### config.mk
export PLATFORM = sky130hd
export DESIGN_NAME = segment_top_k_select
export DESIGN_NICKNAME = d
export VERILOG_FILES = /design/src/hdl/stks_pkg.sv /design/src/hdl/segment_top_k_select.sv
export SDC_FILE = /design/constraint.sdc
export NUM_CORES = 2
export LEC_CHECK = 0
export BUFFER_PORTS_ARGS = -buffer_cell sky130_fd_sc_hd__buf_2
export CAP_MARGIN = 20
export CORE_ASPECT_RATIO = 1.2
export CORE_MARGIN = 2
export CORE_UTILIZATION = 30
export DETAILED_ROUTE_END_ITERATION = 6
export PLACE_DENSITY_LB_ADDON = 0.08
export REMOVE_ABC_BUFFERS = 1
export SLEW_MARGIN = 20
export SYNTH_ARGS = -nofsm -noshare
export SYNTH_HDL_FRONTEND = slang
export SYNTH_SLANG_ARGS = --single-unit
### constraint.sdc
create_clock -name clock -period 58.8 [get_ports clock]
set_input_delay 8.82 -clock clock [delete_from_list [all_inputs] [get_ports clock]]
set_output_delay 8.82 -clock clock [all_outputs]
set_load 0.02 [all_outputs]
### src/hdl/stks_pkg.sv
// Shared constants and helpers for the segmented top-k selector.
// No dependencies.
`default_nettype none

package stks_pkg;

   localparam int VALUE_W    = 32;
   localparam int POSITION_W = 17;
   localparam int KEEP_W     = 5;
   localparam int KEEP_RESET = 16;

   localparam logic [VALUE_W-1:0]    PAD_VALUE    = '0;
   localparam logic [POSITION_W-1:0] PAD_POSITION = '1;

   // Map an IEEE single pattern to an unsigned key with the same order;
   // negative zero folds onto positive zero.
   function automatic logic [VALUE_W-1:0] order_key(input logic [VALUE_W-1:0] bits);
      logic [VALUE_W-1:0] b;
      b = (bits == 32'h8000_0000) ? '0 : bits;
      if (b[VALUE_W-1]) begin
         return ~b;
      end
      return b | 32'h8000_0000;
   endfunction

endpackage

`default_nettype wire

### src/hdl/segment_top_k_select.sv
// Segmented top-k selector: keeps the k largest values of each segment.
// Uses stks_pkg.
//
// Usage:
//  - req channel: one sample per request (sample_value, segment_end,
//    empty_segment). The sample insert is done in the accepting cycle by a
//    parallel compare-and-shift over K_MAX kept entries, so one request per
//    cycle is taken while req_stall is low.
//  - At a closing request (segment_end or empty_segment) the sorted entries,
//    padded to k (only padding for empty_segment), are copied into an output
//    shift buffer and k responses follow, one per cycle while rsp_stall is
//    low, the first in the cycle after the request; the last has run_last set.
//  - Plain samples are taken every cycle, also while a buffer drains. A
//    closing request is stalled only while the previous k responses are
//    still being drained, so back-to-back segments of at least k samples
//    run at one sample per cycle while rsp_stall stays low.
//  - csr_write_data sets k (0 acts as 1, above K_MAX as K_MAX); write only
//    while idle.
//  - Reset (synchronous, active high) empties the kept set, the position
//    counter and the output buffer; k returns to 16.
//  - rsp_stall holds the current response; the buffer does not advance.
`default_nettype none

module segment_top_k_select #(
   parameter int K_MAX         = 16,
   parameter int POSITION_BITS = 16
) (
   input  wire logic                              clock,
   input  wire logic                              reset,
   input  wire logic                              csr_write_enable,
   input  wire logic [stks_pkg::KEEP_W-1:0]       csr_write_data,
   input  wire logic                              req_valid,
   output logic                                   req_stall,
   input  wire logic [stks_pkg::VALUE_W-1:0]      req_sample_value,
   input  wire logic                              req_segment_end,
   input  wire logic                              req_empty_segment,
   output logic                                   rsp_valid,
   input  wire logic                              rsp_stall,
   output logic [stks_pkg::VALUE_W-1:0]           rsp_top_value,
   output logic signed [stks_pkg::POSITION_W-1:0] rsp_top_position,
   output logic                                   rsp_run_last,
   output logic                                   rsp_position_saturated
);
   import stks_pkg::*;

   localparam int CW = $clog2(K_MAX + 1);
   localparam int IW = (K_MAX > 1) ? $clog2(K_MAX) : 1;
   localparam logic [POSITION_BITS-1:0] POS_MAX = '1;

   // Configuration
   logic [KEEP_W-1:0] keep_count_ff;
   logic [CW-1:0]     k_eff;

   // Kept set
   logic [VALUE_W-1:0]       kept_val_ff [K_MAX];
   logic [POSITION_BITS-1:0] kept_pos_ff [K_MAX];
   logic [VALUE_W-1:0]       kept_val_in [K_MAX];
   logic [POSITION_BITS-1:0] kept_pos_in [K_MAX];
   logic [CW-1:0]            kept_total_ff, kept_total_in;

   // Position tracking
   logic [POSITION_BITS-1:0] elem_pos_ff, elem_pos_in;
   logic                     max_taken_ff, max_taken_in;
   logic                     overflow_ff, overflow_in;
   logic [POSITION_BITS-1:0] cur_pos;

   // Output buffer
   logic [VALUE_W-1:0]    buf_val_ff [K_MAX];
   logic [POSITION_W-1:0] buf_pos_ff [K_MAX];
   logic [VALUE_W-1:0]    buf_val_in [K_MAX];
   logic [POSITION_W-1:0] buf_pos_in [K_MAX];
   logic [CW-1:0]         remain_ff, remain_in;
   logic                  sat_ff, sat_in;

   logic             closing, buf_free, req_take, rsp_take;
   logic [CW-1:0]    n_held, n_out;
   logic [K_MAX-1:0] ge;
   logic [IW-1:0]    k_last;
   logic             do_insert;
   logic [VALUE_W-1:0] new_key;

   // Effective k
   always_comb begin
      if (keep_count_ff == '0) begin
         k_eff = CW'(1);
      end else if (int'(keep_count_ff) > K_MAX) begin
         k_eff = CW'(K_MAX);
      end else begin
         k_eff = CW'(keep_count_ff);
      end
   end

   // Handshake
   assign closing   = req_segment_end | req_empty_segment;
   assign rsp_take  = rsp_valid & ~rsp_stall;
   assign buf_free  = (remain_ff == '0) || (remain_ff == CW'(1) && ~rsp_stall);
   assign req_stall = closing & ~buf_free;
   assign req_take  = req_valid & ~req_stall;

   // Position of this sample
   assign cur_pos = max_taken_ff ? POS_MAX : elem_pos_ff;

   // Parallel compare against held entries
   assign n_held  = (kept_total_ff < k_eff) ? kept_total_ff : k_eff;
   assign new_key = order_key(req_sample_value);
   always_comb begin
      for (int j = 0; j < K_MAX; j++) begin
         ge[j] = (CW'(j) < n_held) && (order_key(kept_val_ff[j]) >= new_key);
      end
   end
   assign k_last    = IW'(k_eff - CW'(1));
   assign do_insert = !(n_held == k_eff && ge[k_last]);

   // Shifted insert
   always_comb begin
      for (int j = 0; j < K_MAX; j++) begin
         if (ge[j] || !do_insert) begin
            kept_val_in[j] = kept_val_ff[j];
            kept_pos_in[j] = kept_pos_ff[j];
         end else if (j == 0 || ge[(j == 0) ? 0 : j-1]) begin
            kept_val_in[j] = req_sample_value;
            kept_pos_in[j] = cur_pos;
         end else begin
            kept_val_in[j] = kept_val_ff[(j == 0) ? 0 : j-1];
            kept_pos_in[j] = kept_pos_ff[(j == 0) ? 0 : j-1];
         end
      end
      // a rejected sample leaves the held count as it is
      if (!do_insert) begin
         kept_total_in = kept_total_ff;
      end else if (n_held == k_eff) begin
         kept_total_in = k_eff;
      end else begin
         kept_total_in = n_held + CW'(1);
      end
   end

   // Position counter next values
   always_comb begin
      elem_pos_in  = elem_pos_ff;
      max_taken_in = max_taken_ff;
      overflow_in  = overflow_ff;
      if (max_taken_ff) begin
         overflow_in = 1'b1;
      end else if (elem_pos_ff == POS_MAX) begin
         max_taken_in = 1'b1;
      end else begin
         elem_pos_in = elem_pos_ff + POSITION_BITS'(1);
      end
   end

   // Output buffer load and shift
   assign n_out = (kept_total_in < k_eff) ? kept_total_in : k_eff;
   always_comb begin
      for (int r = 0; r < K_MAX; r++) begin
         buf_val_in[r] = buf_val_ff[r];
         buf_pos_in[r] = buf_pos_ff[r];
      end
      remain_in = remain_ff;
      sat_in    = sat_ff;
      if (rsp_take) begin
         for (int r = 0; r < K_MAX - 1; r++) begin
            buf_val_in[r] = buf_val_ff[r+1];
            buf_pos_in[r] = buf_pos_ff[r+1];
         end
         remain_in = remain_ff - CW'(1);
      end
      if (req_take && closing) begin
         for (int r = 0; r < K_MAX; r++) begin
            if (!req_empty_segment && CW'(r) < n_out) begin
               buf_val_in[r] = kept_val_in[r];
               buf_pos_in[r] = POSITION_W'(kept_pos_in[r]);
            end else begin
               buf_val_in[r] = PAD_VALUE;
               buf_pos_in[r] = PAD_POSITION;
            end
         end
         remain_in = k_eff;
         sat_in    = req_empty_segment ? 1'b0 : (overflow_ff | max_taken_ff);
      end
   end

   // Control registers
   always_ff @(posedge clock) begin
      if (reset) begin
         keep_count_ff <= KEEP_W'(KEEP_RESET);
         kept_total_ff <= '0;
         elem_pos_ff   <= '0;
         max_taken_ff  <= 1'b0;
         overflow_ff   <= 1'b0;
         remain_ff     <= '0;
         sat_ff        <= 1'b0;
      end else begin
         if (csr_write_enable) begin
            keep_count_ff <= csr_write_data;
         end
         remain_ff <= remain_in;
         sat_ff    <= sat_in;
         if (req_take && !req_empty_segment) begin
            if (req_segment_end) begin
               kept_total_ff <= '0;
               elem_pos_ff   <= '0;
               max_taken_ff  <= 1'b0;
               overflow_ff   <= 1'b0;
            end else begin
               kept_total_ff <= kept_total_in;
               elem_pos_ff   <= elem_pos_in;
               max_taken_ff  <= max_taken_in;
               overflow_ff   <= overflow_in;
            end
         end
      end
   end

   // Payload registers
   always_ff @(posedge clock) begin
      if (req_take && !req_empty_segment) begin
         for (int j = 0; j < K_MAX; j++) begin
            kept_val_ff[j] <= kept_val_in[j];
            kept_pos_ff[j] <= kept_pos_in[j];
         end
      end
      for (int r = 0; r < K_MAX; r++) begin
         buf_val_ff[r] <= buf_val_in[r];
         buf_pos_ff[r] <= buf_pos_in[r];
      end
   end

   // Response port
   assign rsp_valid              = (remain_ff != '0);
   assign rsp_top_value          = buf_val_ff[0];
   assign rsp_top_position       = buf_pos_ff[0];
   assign rsp_run_last           = (remain_ff == CW'(1));
   assign rsp_position_saturated = sat_ff;

endmodule

`default_nettype wire

# After elaboration in Yosys (flattened, before gate mapping)
# Memory sizes are Yosys's and may differ from the RTL's.
# Cells that the tools add are included.
[classes] bitwise_logic=25 mux=189 reduce_logical=61 eq_ne=22 magnitude_cmp=52 div=0 multipliers=0 shift=0 add_sub_neg=4
[ops] cell="32-bit 2-to-1 mux" count=98
[ops] cell="16-bit 2-to-1 mux" count=35
[ops] cell="32-bit equality test, second input constant" count=17
[ops] cell="32-bit inverter" count=17
[ops] cell="32-bit greater-or-equal comparator" count=16
[ops] cell="512-bit 2-to-1 mux" count=1
[ops] cell="480-bit 2-to-1 mux" count=1
[ops] cell="17-bit 2-to-1 mux" count=16
[ops] cell="272-bit 2-to-1 mux" count=1
[ops] cell="255-bit 2-to-1 mux" count=1
[ops] cell="4-bit by 5-bit < comparator with 1-bit output, first input constant" count=16
[ops] cell="5-bit 2-to-1 mux" count=9
[ops] cell="3-bit by 5-bit < comparator with 1-bit output, first input constant" count=8
[ops] cell="1-bit logical AND" count=36
[ops] cell="1-bit 2-to-1 mux" count=26
[ops] cell="1-bit by 5-bit < comparator with 1-bit output, first input constant" count=4
[ops] cell="2-bit by 5-bit < comparator with 1-bit output, first input constant" count=4
[ops] cell="1-bit logical OR" count=17
[ops] cell="16-bit by 1-bit adder with 16-bit output, second input constant" count=1
[ops] cell="16-bit equality test, second input constant" count=1
[ops] cell="5-bit logical NOT" count=2
[ops] cell="5-bit < comparator" count=2
[ops] cell="5-bit by 1-bit adder with 5-bit output, second input constant" count=1
[ops] cell="5-bit by 1-bit equality test with 1-bit output, second input constant" count=1
[ops] cell="15 further kinds" count=22
[word_totals] mem_bits_rw=1552 out_inout_bits=53 latch_bits=0 reg_bits=34 word_cells=364 inputBits=44 mem_count=4 mem_bits_ro=0
[memory_table] memory="buf_val_ff" depth=16 word_bits=32 read_ports=16 rd_clocked_by_memory_dff=0 wr=16 line_no="segment_top_k_select.sv:68" source="logic [VALUE_W-1:0] buf_val_ff [K_MAX];"
[memory_table] memory="kept_val_ff" depth=16 word_bits=32 read_ports=16 rd_clocked_by_memory_dff=0 wr=16 line_no="segment_top_k_select.sv:55" source="logic [VALUE_W-1:0] kept_val_ff [K_MAX];"
[memory_table] memory="buf_pos_ff" depth=16 word_bits=17 read_ports=16 rd_clocked_by_memory_dff=0 wr=16 line_no="segment_top_k_select.sv:69" source="logic [POSITION_W-1:0] buf_pos_ff [K_MAX];"
[memory_table] memory="kept_pos_ff" depth=16 word_bits=16 read_ports=16 rd_clocked_by_memory_dff=0 wr=16 line_no="segment_top_k_select.sv:56" source="logic [POSITION_BITS-1:0] kept_pos_ff [K_MAX];"

# Depth between registers and ports, before layout
[depth] word_depth=17 mapped_depth=34

# Worst setup path after synthesis
# No wires, ideal clock.
[synth_path] kind="in2reg" start="in rsp_stall" end="mem buf_pos_ff[0][0] (enable)" slack_ps=-3902 path_stages=1 arrival_ps=59847 n_path_buf=0 cell_sequence="o21ai_0"
[synth_rtl] element="from (decl)" line_no="segment_top_k_select.sv:38" source="input wire logic rsp_stall,"
[synth_rtl] element="to (decl)" line_no="segment_top_k_select.sv:69"

==> impl_metrics.csv <==
group,metric,value,unit
finish,mostFrequentLayoutCell,"sky130_fd_sc_hd__edfxtp_1",
route,wl_per_cell,24.6,microns
finish,nNetsFinal,9640,
floorplan,die_footprint,319000,sq um
floorplan,die_x,516,microns
logic_synthesis,mappedNetlistArea,94300,sq um
sta,fmax,51.8,MHz
flow_run,drv_cap,0,
floorplan,floorplan.core_area,313000,sq um
grt,track_usage,20.4,%
route,drt_first_iter_violations,5328,
setup_path,crit_start,"req_sample_value[22]",
hold_path,hold_class,"register to register",
route,drt_pass1_iterations,6,
pwr,power_switching,0.00197,W
sta,crit_share_post_route,32.9,%
clock_tree,cts_max_level,4,
clock_tree,clock_sinks,1586,
sta,setup_viol,0,
pwr,p_int,0.00323,W
setup_path,crit_required,59350,ps
route,remaining_drc_errors,0,
floorplan,initial_utilization,30.2,%
logic_synthesis,synth_sequential_area_ratio,50.1,%
clock_tree,register_clock_pin_slew_on_the_reported_worst_setup_and_hold_paths,60,ps
logic_synthesis,synth-edff-count,1552,
clock_tree,postCtsHoldBufs,0,
finish,area.growth.synth_to_final,11.4,%
setup_path,crit_path_max_incr_delay,980,ps
grt,grt-ovfl-total,0,
grt,grt_pass1_wl,490,mm
sta,maxSlewHeadroom,21.1,%
place,detailed_place_hpwl,228,mm
floorplan,dieHeight,618,microns
finish,drive_above_1_share,7.33,%
setup_path,worst_path_max_delay_cell,"sky130_fd_sc_hd__nor4_2",
logic_synthesis,asyncSetResetFlopFracSynth,0,%
sta,final_hold_viol_count,0,
finish,commonest_cells_after_routing_fill_and_taps_aside,"sky130_fd_sc_hd__edfxtp_1, sky130_fd_sc_hd__nand2_1, sky130_fd_sc_hd__o21ai_0",
clock_tree,post_cts_buffers,0,
clock_tree,cts_buf_count,191,
place,global_placement_routability_congestion,0.868,
logic_synthesis,syn_area_per_cell,10.1,sq um
grt,antenna_found_initial,17,
pwr,power_density,49.5,nW/um^2
setup_path,regToRegSetupSlack,47330,ps
grt,grt_pass1_vias,70000,
floorplan,floorplan.rows,225,
setup_path,setup_crit_path_kind,"input port to register",
floorplan,floorplan.io_pins,97,
clock_tree,clock_insertion_delay_worst_skew,870,ps
finish,final_core_utilization,33.6,%
route,routed-via-count,68900,
grt,grt_start_max_net_pins,146,
sta,post-route-min-period,19320,ps
setup_path,worstPathMaxFanout,50,
pwr,total_leakage_power,38.9,nW
setup_path,critical_path.reg2reg.endpoint,"buf_val_ff[0][2]",
logic_synthesis,synthFlopType,"sky130_fd_sc_hd__edfxtp_1",
place,numPortBuffers,96,
setup_path,worst_setup_path_end_kind,"register",
logic_synthesis,postSynthCellCount,9339,
sta,worst_pin_slew,1170,ps
setup_path,regToRegStartpoint,"kept_val_ff[0][63]",
clock_tree,clock_tree_from_tritoncts,"built",
setup_path,ff2ff_path_depth,28,
status,status,"finished, final reports clean",
route,viasPerCell,5.12,
pwr,p_seq_share,40.7,%
logic_synthesis,yosys_warnings,0,
pwr,p_clk_share,22.5,%
clock_tree,postCtsResizedCells,0,
setup_path,critPathLaunchType,"input port",
route,antenna_left,0,
route,routed_wl,331,mm
logic_synthesis,ys_types,99,
pwr,p_comb_share,36.8,%
setup_path,setup.worst_path.end,"buf_val_ff[0][2]",
sta,fin_setup_tns,0,ps
pwr,ir_worst_vdd,0.0000281,V
setup_path,crit_top_cell,"sky130_fd_sc_hd__buf_4",
logic_synthesis,synth_seq_cells,1586,
sta,timing_max_transition_violations_final,0,
clock_tree,cts.root.buffer_cell,"sky130_fd_sc_hd__clkbuf_16",
clock_tree,clk_path_buf_depth,4,
sta,clock_skew,47.5,ps
pwr,swShare,37.9,%
sta,setup_repair_after_global_routing_missed_its_margin,"no",
setup_path,cp_data_arrival_time,19860,ps
==> layout make-up <==
cell class	instances	area [sq um]
timing repair buffer	315	2220
tap	4199	5250
antenna	4	10.0
sequential	1586	47300
clock buffer	244	5170
clock inverter	86	684
fill	31700	208000
inverter	301	1140
multi-input combinational	6723	43300
==> worst min-delay path by stage <==
stage                                 startpoint                endpoint  slack (ps)  depth (start not counted)
after global routing      rsp_position_saturated  rsp_position_saturated         500                          2
after floorplan                      overflow_ff             overflow_ff         430                          2
after detailed placement             overflow_ff             overflow_ff         450                          2
after global placement    rsp_position_saturated  rsp_position_saturated         440                          2
final                     rsp_position_saturated  rsp_position_saturated         460                          2
after CTS                 rsp_position_saturated  rsp_position_saturated         460                          2
==> registers in the layout, indices dropped and copies added, names as in the netlist <==
name and cells:
rsp_position_saturated 1, remain_ff 5, max_taken_ff 1, kept_total_ff 5, buf_val_ff 512, buf_pos_ff 272
elem_pos_ff 16, keep_count_ff 5, kept_pos_ff 256, overflow_ff 1, kept_val_ff 512
==> through the flow <==
step                cell area, sq um  setup WS, ps  hold WS (ps)  std cells  power [W]
CTS                           105000         39300           463      13500    0.00526
finish                        105000         39480           458      13500    0.00520
floorplan                      91200       -115390           432       8610    0.00424
global placement               99100         38370           442      13100    0.00405
detailed placement             99100         38400           451      13100    0.00407
global route                  105000         38880           497      13500    0.00555
==> power groups by stage <==
stage | Clock (W) | Sequential, W | Combinational (W)
after global placement | 0 | 0.00214 | 0.00190
final | 0.00117 | 0.00212 | 0.00191
after CTS | 0.00120 | 0.00212 | 0.00194
after floorplan | 0 | 0.00287 | 0.00137
after global routing | 0.00124 | 0.00216 | 0.00215
after detailed placement | 0 | 0.00214 | 0.00193
==> layer usage <==
metal,share of wire (%),GRT usage [%]
met2,48,34.5
met5,0.038,0
met3,3.7,2.11
met4,2.4,4.98
met1,46,27.7
==> worst max-delay path, delay by kind of cell <==
kind	cells	cell delay, ps
AO/OA/AOI/OAI	14	4040
adder cells (fa/ha/maj)	3	970
buffers and inverters	6	2080
AND/OR/NAND/NOR	8	3800
==> logic make-up after synthesis <==
group | after synthesis | synth area share, %
AO/OA/AOI/OAI | 2284 | 15.1
multiplexers | 534 | 5.67
flip-flops | 1586 | 50.1
adder cells (fa/ha/maj) | 492 | 6.49
buffers and inverters | 1030 | 4.48
AND/OR/NAND/NOR | 2864 | 13.0
XOR/XNOR | 549 | 5.10
==> synth_stat cells, types with 30 or more instances <==
| library cell | count | area share (%) |
|---|---|---|
| sky130_fd_sc_hd__a32o_1 | 34 | 0.36 |
| sky130_fd_sc_hd__ha_1 | 478 | 6.3 |
| sky130_fd_sc_hd__buf_4 | 59 | 0.47 |
| sky130_fd_sc_hd__buf_2 | 69 | 0.37 |
| sky130_fd_sc_hd__nor2_1 | 814 | 3.2 |
| sky130_fd_sc_hd__xnor2_1 | 491 | 4.6 |
| sky130_fd_sc_hd__mux2i_1 | 532 | 5.6 |
| sky130_fd_sc_hd__o21ai_1 | 90 | 0.48 |
| sky130_fd_sc_hd__nand3b_1 | 34 | 0.27 |
| sky130_fd_sc_hd__o21a_1 | 247 | 2.0 |
| sky130_fd_sc_hd__o22a_1 | 160 | 1.5 |
| sky130_fd_sc_hd__o211ai_1 | 32 | 0.25 |
| sky130_fd_sc_hd__inv_1 | 297 | 1.2 |
| sky130_fd_sc_hd__nand3_1 | 51 | 0.27 |
| sky130_fd_sc_hd__o21ai_0 | 878 | 4.7 |
| sky130_fd_sc_hd__dfxtp_1 | 34 | 0.72 |
| sky130_fd_sc_hd__a21o_1 | 92 | 0.73 |
| sky130_fd_sc_hd__nand2_1 | 1503 | 6.0 |
| sky130_fd_sc_hd__nor3_1 | 30 | 0.16 |
| sky130_fd_sc_hd__a22o_1 | 97 | 0.90 |
| sky130_fd_sc_hd__nor4_1 | 125 | 0.83 |
| sky130_fd_sc_hd__buf_1 | 55 | 0.22 |
| sky130_fd_sc_hd__and2_1 | 56 | 0.37 |
| sky130_fd_sc_hd__edfxtp_1 | 1552 | 49 |
| sky130_fd_sc_hd__nand4_1 | 103 | 0.68 |
| sky130_fd_sc_hd__clkbuf_1 | 538 | 2.1 |
| sky130_fd_sc_hd__xor2_1 | 58 | 0.54 |
| sky130_fd_sc_hd__a21oi_1 | 455 | 2.4 |
(Power assumes the default switching activity.)
